===== config.mk =====
export PLATFORM = sky130hd
export DESIGN_NAME = ratiometric_adc_averager
export DESIGN_NICKNAME = d
export VERILOG_FILES = /design/src/hw/rtl/rmadc_pkg.sv /design/src/hw/rtl/rmadc_div.sv /design/src/hw/rtl/rmadc_dp.sv /design/src/hw/rtl/rmadc_ctrl.sv /design/src/hw/rtl/ratiometric_adc_averager.sv
export SDC_FILE = /design/constraint.sdc
export NUM_CORES = 1
export LEC_CHECK = 0
export ABC_AREA = 1
export CORE_UTILIZATION = 59
export CTS_CLUSTER_DIAMETER = 100
export DETAILED_ROUTE_END_ITERATION = 10
export DONT_BUFFER_PORTS = 1
export MAX_ROUTING_LAYER = met4
export PLACE_DENSITY = 0.78
export SETUP_SLACK_MARGIN = 0.02
export SLEW_MARGIN = 40
export SYNTH_ARGS = -nofsm -noshare
export SYNTH_HDL_FRONTEND = slang
export SYNTH_SLANG_ARGS = --single-unit

===== constraint.sdc =====
create_clock -name clock -period 4.2 [get_ports clock]
set_input_delay 0 -clock clock [delete_from_list [all_inputs] [get_ports clock]]
set_output_delay 0 -clock clock [all_outputs]
set_load 0.01 [all_outputs]

===== src/hw/rtl/rmadc_pkg.sv =====
// Shared types and constants of the ratiometric ADC averager.
// Depends on nothing; every other file of the block imports it.
package rmadc_pkg;

   localparam int OP_W        = 2;
   localparam int SAMPLE_W    = 12;
   localparam int VCC_W       = 13;
   localparam int AVG_W       = 20;
   localparam int RATIO_AVG_W = 21;
   localparam int COUNT_W     = 8;
   localparam int RAW_SUM_W   = 28;
   localparam int RATIO_SUM_W = 29;
   localparam int PROD_W      = SAMPLE_W + VCC_W;

   localparam int REQ_USER_W  = OP_W;
   localparam int REQ_DATA_W  = 32;
   localparam int RSP_USER_W  = 1;
   localparam int RSP_DATA_W  = 64;

   localparam logic [VCC_W-1:0] RAIL_NOMINAL_MV = 13'd5000;
   localparam logic [VCC_W-1:0] RAIL_LOW_MV     = 13'd3000;

   typedef enum logic [OP_W-1:0] {
      OP_ADD   = 2'd0,
      OP_AVG   = 2'd1,
      OP_CLEAR = 2'd2,
      OP_NONE  = 2'd3
   } op_type;

   typedef enum logic [1:0] {
      DIV_TERM  = 2'd0,
      DIV_RAW   = 2'd1,
      DIV_RATIO = 2'd2
   } div_sel_type;

   typedef enum logic [2:0] {
      ST_IDLE,
      ST_DECODE,
      ST_DIV_TERM,
      ST_ADD,
      ST_DIV_RAW,
      ST_DIV_RATIO,
      ST_EMIT
   } state_type;

   typedef struct packed {
      logic        load;
      logic        div_start;
      div_sel_type div_sel;
      logic        add;
      logic        store_raw;
      logic        store_ratio;
      logic        clear;
      logic        emit;
      logic        fresh;
   } dp_cmd_type;

   typedef struct packed {
      op_type op;
      logic   low_rail;
      logic   count_zero;
      logic   div_done;
   } dp_status_type;

endpackage


===== src/hw/rtl/rmadc_div.sv =====
// Restoring divider, one quotient bit per cycle, shared by all divisions.
// Depends on rmadc_pkg for the divisor width.
module rmadc_div #(
   parameter int DIV_W = 33
) (
   input  logic                       clock,
   input  logic                       reset,
   input  logic                       start,
   input  logic [DIV_W-1:0]           dividend,
   input  logic [rmadc_pkg::VCC_W-1:0] divisor,
   output logic [DIV_W-1:0]           quotient,
   output logic                       done
);
   import rmadc_pkg::*;

   localparam int CNT_W = $clog2(DIV_W + 1);

   logic [DIV_W-1:0] quo_ff, quo_in;
   logic [VCC_W-1:0] rem_ff, rem_in;
   logic [VCC_W-1:0] den_ff, den_in;
   logic [CNT_W-1:0] cnt_ff, cnt_in;
   logic             busy_ff, busy_in;
   logic             done_ff, done_in;
   logic [VCC_W:0]   shifted;
   logic [VCC_W:0]   diff;

   assign shifted = {rem_ff, quo_ff[DIV_W-1]};
   assign diff    = shifted - {1'b0, den_ff};

   always_comb begin
      quo_in  = quo_ff;
      rem_in  = rem_ff;
      den_in  = den_ff;
      cnt_in  = cnt_ff;
      busy_in = busy_ff;
      done_in = 1'b0;
      if (start) begin
         quo_in  = dividend;
         rem_in  = '0;
         den_in  = divisor;
         cnt_in  = CNT_W'(DIV_W);
         busy_in = 1'b1;
      end else if (busy_ff) begin
         // keep the difference when it did not go negative
         if (!diff[VCC_W]) begin
            rem_in = diff[VCC_W-1:0];
            quo_in = {quo_ff[DIV_W-2:0], 1'b1};
         end else begin
            rem_in = shifted[VCC_W-1:0];
            quo_in = {quo_ff[DIV_W-2:0], 1'b0};
         end
         cnt_in = cnt_ff - CNT_W'(1);
         if (cnt_ff == CNT_W'(1)) begin
            busy_in = 1'b0;
            done_in = 1'b1;
         end
      end
   end

   always_ff @(posedge clock) begin
      if (reset) begin
         busy_ff <= 1'b0;
         done_ff <= 1'b0;
         cnt_ff  <= '0;
      end else begin
         busy_ff <= busy_in;
         done_ff <= done_in;
         cnt_ff  <= cnt_in;
      end
   end

   always_ff @(posedge clock) begin
      quo_ff <= quo_in;
      rem_ff <= rem_in;
      den_ff <= den_in;
   end

   assign quotient = quo_ff;
   assign done     = done_ff;

endmodule


===== src/hw/rtl/rmadc_dp.sv =====
// Datapath: item registers, sums, count, held averages and result word.
// Depends on rmadc_pkg and rmadc_div.
module rmadc_dp #(
   parameter int FRACTION_BITS = 8,
   parameter int HALVING_COUNT = 254,
   parameter int DIV_W         = 33
) (
   input  logic                            clock,
   input  logic                            reset,
   input  rmadc_pkg::dp_cmd_type           cmd,
   output rmadc_pkg::dp_status_type        status,
   input  logic [rmadc_pkg::REQ_USER_W-1:0] req_tuser,
   input  logic [rmadc_pkg::REQ_DATA_W-1:0] req_tdata,
   output logic [rmadc_pkg::RSP_USER_W-1:0] rsp_tuser,
   output logic [rmadc_pkg::RSP_DATA_W-1:0] rsp_tdata
);
   import rmadc_pkg::*;

   localparam int RSP_PAD_W = RSP_DATA_W - AVG_W - RATIO_AVG_W - SAMPLE_W - COUNT_W;

   op_type                 op_ff;
   logic [SAMPLE_W-1:0]    sample_ff;
   logic [VCC_W-1:0]       vcc_ff;

   logic [RAW_SUM_W-1:0]   raw_sum_ff, raw_sum_in;
   logic [RATIO_SUM_W-1:0] ratio_sum_ff, ratio_sum_in;
   logic [COUNT_W-1:0]     count_ff, count_in;
   logic [AVG_W-1:0]       held_avg_ff, held_avg_in;
   logic [RATIO_AVG_W-1:0] held_ratio_ff, held_ratio_in;
   logic [SAMPLE_W-1:0]    last_ff, last_in;

   logic [AVG_W-1:0]       out_avg_ff;
   logic [RATIO_AVG_W-1:0] out_ratio_ff;
   logic [SAMPLE_W-1:0]    out_last_ff;
   logic [COUNT_W-1:0]     out_count_ff;
   logic                   out_fresh_ff;

   logic [PROD_W-1:0]      prod;
   logic [DIV_W-1:0]       div_dividend;
   logic [VCC_W-1:0]       div_divisor;
   logic [DIV_W-1:0]       div_quo;
   logic                   div_done;

   logic [RAW_SUM_W-1:0]   raw_term;
   logic [RATIO_SUM_W-1:0] ratio_term;
   logic [RAW_SUM_W-1:0]   raw_add;
   logic [RATIO_SUM_W-1:0] ratio_add;
   logic [COUNT_W-1:0]     count_add;

   assign prod = PROD_W'(sample_ff) * PROD_W'(RAIL_NOMINAL_MV);

   always_comb begin
      unique case (cmd.div_sel)
         DIV_TERM: begin
            div_dividend = DIV_W'(prod) << FRACTION_BITS;
            div_divisor  = vcc_ff;
         end
         DIV_RAW: begin
            div_dividend = DIV_W'(raw_sum_ff);
            div_divisor  = VCC_W'(count_ff);
         end
         DIV_RATIO: begin
            div_dividend = DIV_W'(ratio_sum_ff);
            div_divisor  = VCC_W'(count_ff);
         end
         default: begin
            div_dividend = '0;
            div_divisor  = '0;
         end
      endcase
   end

   rmadc_div #(
      .DIV_W(DIV_W)
   ) u_div (
      .clock   (clock),
      .reset   (reset),
      .start   (cmd.div_start),
      .dividend(div_dividend),
      .divisor (div_divisor),
      .quotient(div_quo),
      .done    (div_done)
   );

   assign raw_term   = RAW_SUM_W'(sample_ff) << FRACTION_BITS;
   // low rail adds the raw term; the quotient is not valid then
   assign ratio_term = status.low_rail ? (RATIO_SUM_W'(sample_ff) << FRACTION_BITS)
                                       : div_quo[RATIO_SUM_W-1:0];
   assign raw_add    = raw_sum_ff + raw_term;
   assign ratio_add  = ratio_sum_ff + ratio_term;
   assign count_add  = count_ff + COUNT_W'(1);

   always_comb begin
      raw_sum_in    = raw_sum_ff;
      ratio_sum_in  = ratio_sum_ff;
      count_in      = count_ff;
      held_avg_in   = held_avg_ff;
      held_ratio_in = held_ratio_ff;
      last_in       = last_ff;
      priority if (cmd.clear) begin
         raw_sum_in    = '0;
         ratio_sum_in  = '0;
         count_in      = '0;
         held_avg_in   = '0;
         held_ratio_in = '0;
         last_in       = '0;
      end else if (cmd.add) begin
         last_in = sample_ff;
         if (count_add == COUNT_W'(HALVING_COUNT)) begin
            raw_sum_in   = raw_add >> 1;
            ratio_sum_in = ratio_add >> 1;
            count_in     = count_add >> 1;
         end else begin
            raw_sum_in   = raw_add;
            ratio_sum_in = ratio_add;
            count_in     = count_add;
         end
      end else if (cmd.store_raw) begin
         held_avg_in = div_quo[AVG_W-1:0];
      end else if (cmd.store_ratio) begin
         held_ratio_in = div_quo[RATIO_AVG_W-1:0];
         raw_sum_in    = '0;
         ratio_sum_in  = '0;
         count_in      = '0;
      end
   end

   always_ff @(posedge clock) begin
      if (reset) begin
         raw_sum_ff    <= '0;
         ratio_sum_ff  <= '0;
         count_ff      <= '0;
         held_avg_ff   <= '0;
         held_ratio_ff <= '0;
         last_ff       <= '0;
      end else begin
         raw_sum_ff    <= raw_sum_in;
         ratio_sum_ff  <= ratio_sum_in;
         count_ff      <= count_in;
         held_avg_ff   <= held_avg_in;
         held_ratio_ff <= held_ratio_in;
         last_ff       <= last_in;
      end
   end

   always_ff @(posedge clock) begin
      if (cmd.load) begin
         op_ff     <= op_type'(req_tuser[OP_W-1:0]);
         sample_ff <= req_tdata[SAMPLE_W-1:0];
         vcc_ff    <= req_tdata[SAMPLE_W +: VCC_W];
      end
      // result word is loaded from the state after the update
      if (cmd.emit) begin
         out_avg_ff   <= held_avg_ff;
         out_ratio_ff <= held_ratio_ff;
         out_last_ff  <= last_ff;
         out_count_ff <= count_ff;
         out_fresh_ff <= cmd.fresh;
      end
   end

   assign status.op         = op_ff;
   assign status.low_rail   = (vcc_ff < RAIL_LOW_MV);
   assign status.count_zero = (count_ff == '0);
   assign status.div_done   = div_done;

   assign rsp_tdata = {RSP_PAD_W'(0), out_count_ff, out_last_ff, out_ratio_ff, out_avg_ff};
   assign rsp_tuser = out_fresh_ff;

endmodule


===== src/hw/rtl/rmadc_ctrl.sv =====
// Controller state machine: sequences one word at a time and owns rsp_tvalid.
// Depends on rmadc_pkg.
module rmadc_ctrl (
   input  logic                     clock,
   input  logic                     reset,
   input  logic                     req_tvalid,
   output logic                     req_tready,
   output logic                     rsp_tvalid,
   input  logic                     rsp_tready,
   input  rmadc_pkg::dp_status_type status,
   output rmadc_pkg::dp_cmd_type    cmd
);
   import rmadc_pkg::*;

   state_type state_ff, state_in;
   logic      fresh_ff, fresh_in;
   logic      rsp_valid_ff, rsp_valid_in;

   always_ff @(posedge clock) begin
      if (reset) begin
         state_ff     <= ST_IDLE;
         fresh_ff     <= 1'b0;
         rsp_valid_ff <= 1'b0;
      end else begin
         state_ff     <= state_in;
         fresh_ff     <= fresh_in;
         rsp_valid_ff <= rsp_valid_in;
      end
   end

   always_comb begin
      state_in    = state_ff;
      fresh_in    = fresh_ff;
      req_tready  = 1'b0;
      cmd         = '0;
      cmd.div_sel = DIV_TERM;
      cmd.fresh   = fresh_ff;
      unique case (state_ff)
         ST_IDLE: begin
            req_tready = 1'b1;
            if (req_tvalid) begin
               cmd.load = 1'b1;
               fresh_in = 1'b0;
               state_in = ST_DECODE;
            end
         end
         ST_DECODE: begin
            unique case (status.op)
               OP_ADD: begin
                  if (status.low_rail) begin
                     state_in = ST_ADD;
                  end else begin
                     cmd.div_start = 1'b1;
                     cmd.div_sel   = DIV_TERM;
                     state_in      = ST_DIV_TERM;
                  end
               end
               OP_AVG: begin
                  if (status.count_zero) begin
                     state_in = ST_EMIT;
                  end else begin
                     cmd.div_start = 1'b1;
                     cmd.div_sel   = DIV_RAW;
                     fresh_in      = 1'b1;
                     state_in      = ST_DIV_RAW;
                  end
               end
               OP_CLEAR: begin
                  cmd.clear = 1'b1;
                  state_in  = ST_EMIT;
               end
               OP_NONE: begin
                  state_in = ST_EMIT;
               end
               default: begin
                  state_in = ST_EMIT;
               end
            endcase
         end
         ST_DIV_TERM: begin
            if (status.div_done) begin
               state_in = ST_ADD;
            end
         end
         ST_ADD: begin
            cmd.add  = 1'b1;
            state_in = ST_EMIT;
         end
         ST_DIV_RAW: begin
            cmd.div_sel = DIV_RAW;
            if (status.div_done) begin
               cmd.store_raw = 1'b1;
               cmd.div_start = 1'b1;
               cmd.div_sel   = DIV_RATIO;
               state_in      = ST_DIV_RATIO;
            end
         end
         ST_DIV_RATIO: begin
            cmd.div_sel = DIV_RATIO;
            if (status.div_done) begin
               cmd.store_ratio = 1'b1;
               state_in        = ST_EMIT;
            end
         end
         ST_EMIT: begin
            // hold until the output register is free
            if (!rsp_valid_ff || rsp_tready) begin
               cmd.emit = 1'b1;
               state_in = ST_IDLE;
            end
         end
         default: begin
            state_in = ST_IDLE;
         end
      endcase
   end

   always_comb begin
      rsp_valid_in = rsp_valid_ff;
      if (cmd.emit) begin
         rsp_valid_in = 1'b1;
      end else if (rsp_tready) begin
         rsp_valid_in = 1'b0;
      end
   end

   assign rsp_tvalid = rsp_valid_ff;

endmodule


===== src/hw/rtl/ratiometric_adc_averager.sv =====
// Ratiometric ADC averager: add sample, take average and clear, one word at a time.
// Add sample does one serial divide, or none below the low-rail threshold; take average
// does two serial divides; clear, the unused operation and an average with no samples
// need no divide. DIV_W is 33 at the default parameters, the larger of the term width
// and the ratio sum width. The result sits in an output register, so the next word is
// taken while it waits. Synchronous active-high reset zeroes all sums, count and held values.
module ratiometric_adc_averager #(
   parameter int FRACTION_BITS = 8,
   parameter int HALVING_COUNT = 254
) (
   input  logic                             clock,
   input  logic                             reset,
   input  logic                             req_tvalid,
   output logic                             req_tready,
   // [1:0] operation
   input  logic [rmadc_pkg::REQ_USER_W-1:0] req_tuser,
   // [11:0] sample, [24:12] vcc_mv, rest zero
   input  logic [rmadc_pkg::REQ_DATA_W-1:0] req_tdata,
   output logic                             rsp_tvalid,
   input  logic                             rsp_tready,
   // [0] fresh
   output logic [rmadc_pkg::RSP_USER_W-1:0] rsp_tuser,
   // [19:0] avg_value, [40:20] avg_ratiometric, [52:41] latest_sample,
   // [60:53] sample_count, rest zero
   output logic [rmadc_pkg::RSP_DATA_W-1:0] rsp_tdata
);
   import rmadc_pkg::*;

   localparam int TERM_W = SAMPLE_W + VCC_W + FRACTION_BITS;
   localparam int DIV_W  = (TERM_W > RATIO_SUM_W) ? TERM_W : RATIO_SUM_W;

   dp_cmd_type    cmd;
   dp_status_type status;

   rmadc_ctrl u_ctrl (
      .clock     (clock),
      .reset     (reset),
      .req_tvalid(req_tvalid),
      .req_tready(req_tready),
      .rsp_tvalid(rsp_tvalid),
      .rsp_tready(rsp_tready),
      .status    (status),
      .cmd       (cmd)
   );

   rmadc_dp #(
      .FRACTION_BITS(FRACTION_BITS),
      .HALVING_COUNT(HALVING_COUNT),
      .DIV_W        (DIV_W)
   ) u_dp (
      .clock    (clock),
      .reset    (reset),
      .cmd      (cmd),
      .status   (status),
      .req_tuser(req_tuser),
      .req_tdata(req_tdata),
      .rsp_tuser(rsp_tuser),
      .rsp_tdata(rsp_tdata)
   );

endmodule

## Word level (Yosys, flattened, before mapping)

Index checks and enable logic that the tools add are counted.

| word-level totals | value |
|---|---|
| bits in writable memories | 0 |
| memories kept | 0 |
| ROM bits | 0 |
| flip-flop bits (word level) | 279 |
| word-level logic and storage cells | 132 |
| bits in latches | 0 |

| cells by class | value |
|---|---|
| eq/ne operators | 21 |
| multiplexer cells | 57 |
| bitwise gates (word level) | 3 |
| magnitude comparators | 1 |
| add/subtract/negate cells | 5 |
| $mul | 1 |
| div/mod/pow operators | 0 |
| shifts and indexed selects | 0 |
| reduce and logical (&&, ||, !) cells | 20 |

Operators by type and width:

| operator | count |
|---|---|
| $mux 29 | 5 |
| $mux 28 | 4 |
| $pmux 33 s3 | 1 |
| $mux 33 | 2 |
| $mux 8 | 4 |
| $add 29x29->29 | 1 |
| $add 28x20->28 | 1 |
| $pmux 13 s2 | 1 |
| $mux 3 | 8 |
| $mul 12x10->22 const B | 1 |
| $mux 1 | 22 |
| $pmux 3 s7 | 1 |
| $sub 14x13->14 | 1 |
| $lt 13x12->1 const B | 1 |
| $mux 13 | 1 |
| $mux 6 | 2 |
| $ne 2x1->1 const B | 5 |
| $eq 3x3->1 const B | 3 |
| $pmux 3 s3 | 1 |
| $add 8x1->8 const B | 1 |
| $eq 8x8->1 const B | 1 |
| $logic_not 8->1 | 1 |
| $reduce_bool 2->1 | 4 |
| $reduce_or 2->1 | 4 |
| 21 further kinds | 32 |

## Logic depth before layout (Yosys ltp)

| depth | value |
|---|---|
| depth in word-level cells | 7 |
| mapped depth | 24 |

## Cells and area by module

A second synthesis with hierarchy kept.

| second synthesis, totals | value |
|---|---|
| cell total of the unflattened synthesis | 2,416 |
| area total of the unflattened synthesis | 17,719.5 um^2 |

Modules (own cells, without submodules):

| module | instances | area an instance (um^2) | cells an instance |
|---|---|---|---|
| rmadc_dp | 1 | 13,491.7 | 1,862 |
| rmadc_div | 1 | 3,802.4 | 477 |
| rmadc_ctrl | 1 | 425.4 | 77 |

## Worst setup path after synthesis

OpenSTA, ideal clock, no wires.

| timing | value |
|---|---|
| path type | reg2reg |
| from | register u_dp.sample_ff[4] |
| to | register u_dp.u_div.quo_ff[29] (netlist: u_dp.u_div.quotient[29]) (data pin) |
| slack | 0.038 ns |
| path buffers | 0 |
| arrival | 3.902 ns |
| setup time | 0.260 ns |
| stages on the path, launching flop included | 22 |
| clock period less this slack | 4.162 ns |
| cell sequence | edfxtp_1 > inv_1 > fa_1 > inv_1 > ha_1 > inv_1 > fa_1 > inv_1 > ha_1 > inv_1 > fa_1 > inv_1 > ha_1 > nand2_1 > nor2_1 > nand2_1 > nand3_1 > a21oi_1 > o21ai_0 > nand2_1 > nand2_1 > o21ai_0 |

| on the way | value |
|---|---|
| cells in the longest elaborated chain, start to end | 3 |

RTL lines:

| item | line | text |
|---|---|---|
| start, declared | rmadc_dp.sv:22 | `logic [SAMPLE_W-1:0] sample_ff;` |
| start signal, assigned | rmadc_dp.sv:149 | `sample_ff <= req_tdata[SAMPLE_W-1:0];` |
| $mul 12x10->22 | rmadc_dp.sv:50 | `assign prod = PROD_W'(sample_ff) * PROD_W'(RAIL_NOMINAL_MV);` |
| $pmux 33 s3 | rmadc_dp.sv:53 | `unique case (cmd.div_sel)` |
| $mux 33 | rmadc_div.sv:37 | `if (start) begin` |
| net u_dp.u_div.quo_in[29] | rmadc_div.sv:18 | `logic [DIV_W-1:0] quo_ff, quo_in;` |
| end signal, assigned | rmadc_div.sv:73 | `quo_ff <= quo_in;` |
| end, declared | rmadc_div.sv:18 |  |

The timed path passes the listed nets, and every way through them passes these cells.
A chain may end at the register's enable or synchronous reset.

## Worst setup path in the final report

| timing | value |
|---|---|
| from | register u_dp.sample_ff[4] |
| to | register u_dp.u_div.quo_ff[30] (netlist: u_dp.u_div.quotient[30]) (data pin) |

Same word-level chain as after synthesis.

==> metrics list <==
- Required time at the endpoint of the critical path: 4500 ps
- The layout has 2,316 filler cells.
- Achievable frequency: 0.241 GHz
- Clock tree synthesis selected as its root buffer the cell clkbuf_16.
* Max-cap violation count: 0
* Skew final: 25.1 ps
- In the final layout, the multi-input gates occupy 8740 sq um.
- Initial core utilization: 0.600
- The worst setup path is of the reg -> reg kind.
- Of all cell types, the one taking the most synthesized area is edfxtp_1.
- Tot GR Track Use: 0.323
- Vias in the first global route: 14,600
* Count of antenna diodes in the layout: 0
- Most common cell after layout, fill and taps aside: nand2_1
- Die height: 173 um
- Post-synth cell types: 48
* DRC: 0
* Layout Utilization: 0.667
- Number of DRC violations after detailed-routing iteration 0: 1,523
* Width of the die: 173 um
- Final setup viols: 0
- Slew at the pin closest to its max-slew limit: 846 ps
- Among all flip-flop cells after synthesis, the most frequent one is dfxtp_1.
- Area share of the leading cell type in the synthesized netlist: 0.235
- In this run the power density over the cells is 795 nW/um^2.
- Kind of capture point of the worst setup path: flip-flop
- Kind of path behind the tightest hold check: in -> reg
- During I/O placement, the number of pins put on the boundary was 105.
- Clock edge transition at the registers on the reported setup and hold paths: 60 ps
* Site Rows: 62
- In the final design database the tool counted 2,527 nets.
* Final instance area: 19,200 sq um
* Shortest period the worst path allows: 4140 ps
- Core ar.: 28,800 sq um
- Routed len/inst: 17.3 um
- Once routing completed, OpenROAD measured the worst setup slack at 55.3 ps.
- The first global-routing pass estimated 75.2 mm of wire.
* CTS sink cnt: 279
- Critical Path Start Type: flip-flop
- DP HPWL: 34.8 mm
- Syn. warnings: 0
- Along the worst path, the maximum fanout reaches 5.
* H-tree lvl count: 1
* Synth area leaders: edfxtp_1 23%, dfxtp_1 17%, nand2_1 16%, ha_1 8.7%, inv_1 8.4%
- Total of buffers placed on input and output ports: 0
- Pin count of the biggest net entering global routing: 55
- Max clock buf depth: 3
- Growth of design area from synthesis to finish: 11.1%
- Final worst-path cycle share: 0.987
- Residual overflow from global routing: 0
* Total leakage power: 9.24 nW
- Averaged over all synthesized cells, the footprint is 7.50 sq um.
- The number of max-slew violations in the final report was 0.
* Cell area after placement: 17,700 sq um
* Number of iterations in the first detailed-routing pass: 7
- Clock tree from TritonCTS: done
- In this run the cell area of the synthesized design comes to 17,300 sq um.
* Peak ir drop on the vdd network: 1.57 mV
- Of the synthesized area, sequential elements account for 0.401.
- Clock latency on the worst-skew pair: 580 ps
* Antenna violation net count after detailed routing: 0
- Register Area: 6940 sq um
- Arrival time worst endpoint: 4450 ps
* Vias: 15,400
- The final layout contains routed wiring with a total length of 47.5 mm.
* Worst setup slack after placement: -137 ps
- In the final layout, the share of cells above drive strength 1 is 0.0626.
- For this run, asynchronously set or reset flops after synthesis account for 0.
- Number of synthesized flops with an enable pin: 135
- Number of antenna violations at the first check in global routing: 0
- Status: complete, no violations
- Headroom to the max-slew limit: 0.435
- Via-per-instance ratio: 5.61
- In the layout the commonest cells are 723 x nand2_1, 379 x inv_1, 155 x nand3_1.
* Unrepaired setup endpoints after global routing: true
- After synthesis the netlist holds a flip-flop and latch count of 279.
- Die area: 30,000 sq um
* Placer congestion estimate: 1.02
- Inserted Clock Buffers: 29
- Synthesis produced a netlist whose cell count is 2,304.
- The final-report hold violation count was 0.
-- power breakdown --
group	switching, mW	internal (mW)	leakage [nW]
clock	1.09	1.39	0.444
sequential	0.232	3.20	2.41
combinational	5.61	3.75	6.39
-- layer usage --
metal	routed length (um)	global-route usage
met3	3490	0.0352
met2	22700	0.538
met5	0	-
met4	1860	0.120
met1	19500	0.406
-- flip-flops by register name, summed over array words and instances, names as in the netlist, 3 cells and up --
register	flops
u_dp.u_div.quotient	33
u_dp.held_ratio_ff	21
u_dp.ratio_sum_ff	29
u_dp.count_ff	8
u_dp.held_avg_ff	20
u_dp.raw_sum_ff	28
u_dp.u_div.den_ff	13
u_dp.out_last_ff	12
u_dp.out_ratio_ff	21
u_dp.out_avg_ff	20
u_dp.sample_ff	12
u_dp.u_div.rem_ff	13
u_dp.u_div.cnt_ff	6
u_dp.vcc_ff	13
u_dp.last_ff	12
u_ctrl.state_ff	3
u_dp.out_count_ff	8
-- stage by stage --
step	TNS, ps	power (mW)	hold WS (ps)	cells
2_1_floorplan	0	9.16	69.1	2306
3_3_place_gp	0	10.9	71.3	2658
3_5_place_dp	-441	11.2	72.1	2659
4_1_cts	0	14.2	58.4	2743
5_1_grt	-525	16.3	63.7	2748
6_report	0	15.3	56.7	2748
-- worst max-delay path: stages, from the launching register on --
cell and delay [ps]:
edfxtp_1 380, inv_2 70, fa_1 530, inv_1 50, ha_1 290, inv_2 40
fa_1 500, inv_1 40, ha_1 260, inv_1 40, fa_1 500, inv_2 50
ha_4 230, nand2_1 90, nand2_1 50, nand2_1 50, nand2_1 70, nand2_1 90
nand3_2 130, a21oi_2 170, xor2_1 170, o21ai_1 90
-- cell families after synthesis --
group	share of synthesized area
compound gates	0.0974
other cells	0.000217
fa+ha+maj	0.117
simple gates	0.254
buf+inv	0.105
flops	0.401
xor+xnor	0.0243
-- final timing paths --
path / start / to / slack, ps / cells past startpoint
min reg2reg: u_dp.last_ff[8]$_SDFFE_PP0P_ / u_dp.out_last_ff[8]$_DFFE_PP_ / 430 / 0
max: u_dp.sample_ff[4]$_DFFE_PP_ / u_dp.u_div.quotient[30]$_DFFE_PP_ / 60 / 21
max reg2reg: u_dp.sample_ff[4]$_DFFE_PP_ / u_dp.u_div.quotient[30]$_DFFE_PP_ / 60 / 21
min: req_tdata[22] / u_dp.vcc_ff[10]$_DFFE_PP_ / 60 / 1
-- cells in the mapped netlist (3+ instances only) --
library cell,n
nand2_1,724
inv_1,386
nand3_1,158
a21oi_1,147
dfxtp_1,144
edfxtp_1,135
ha_1,120
nor2_1,120
o21ai_0,90
clkbuf_1,34
xor2_1,34
fa_1,26
nand4_1,23
buf_2,18
nor3_1,14
xnor2_1,14
a22o_1,11
o22ai_1,11
o21bai_1,9
buf_4,8
inv_2,8
o211ai_1,8
a31oi_1,7
o21ai_1,6
nand2_2,5
nand3b_1,5
and2_1,4
buf_6,4
nor3_2,4
a21o_1,3
-- timing repair --
item	4_1_cts	5_1_grt
pin swaps	0	15
hold buffers	32	0
setup buffers	0	5
hold endpoints to repair	55	0
setup endpoints to repair	8	11
gates resized for setup	10	34
-- area by class of cell --
type | instances | area share
clock buffers | 40 | 0.0416
clock inverters | 12 | 0.00528
inverters | 396 | 0.0776
multi-input cells | 1565 | 0.455
flip-flops and latches | 279 | 0.361
well taps | 384 | 0.0250
repair buffers | 72 | 0.0338
No activity file was read; power rests on OpenSTA's default activity.
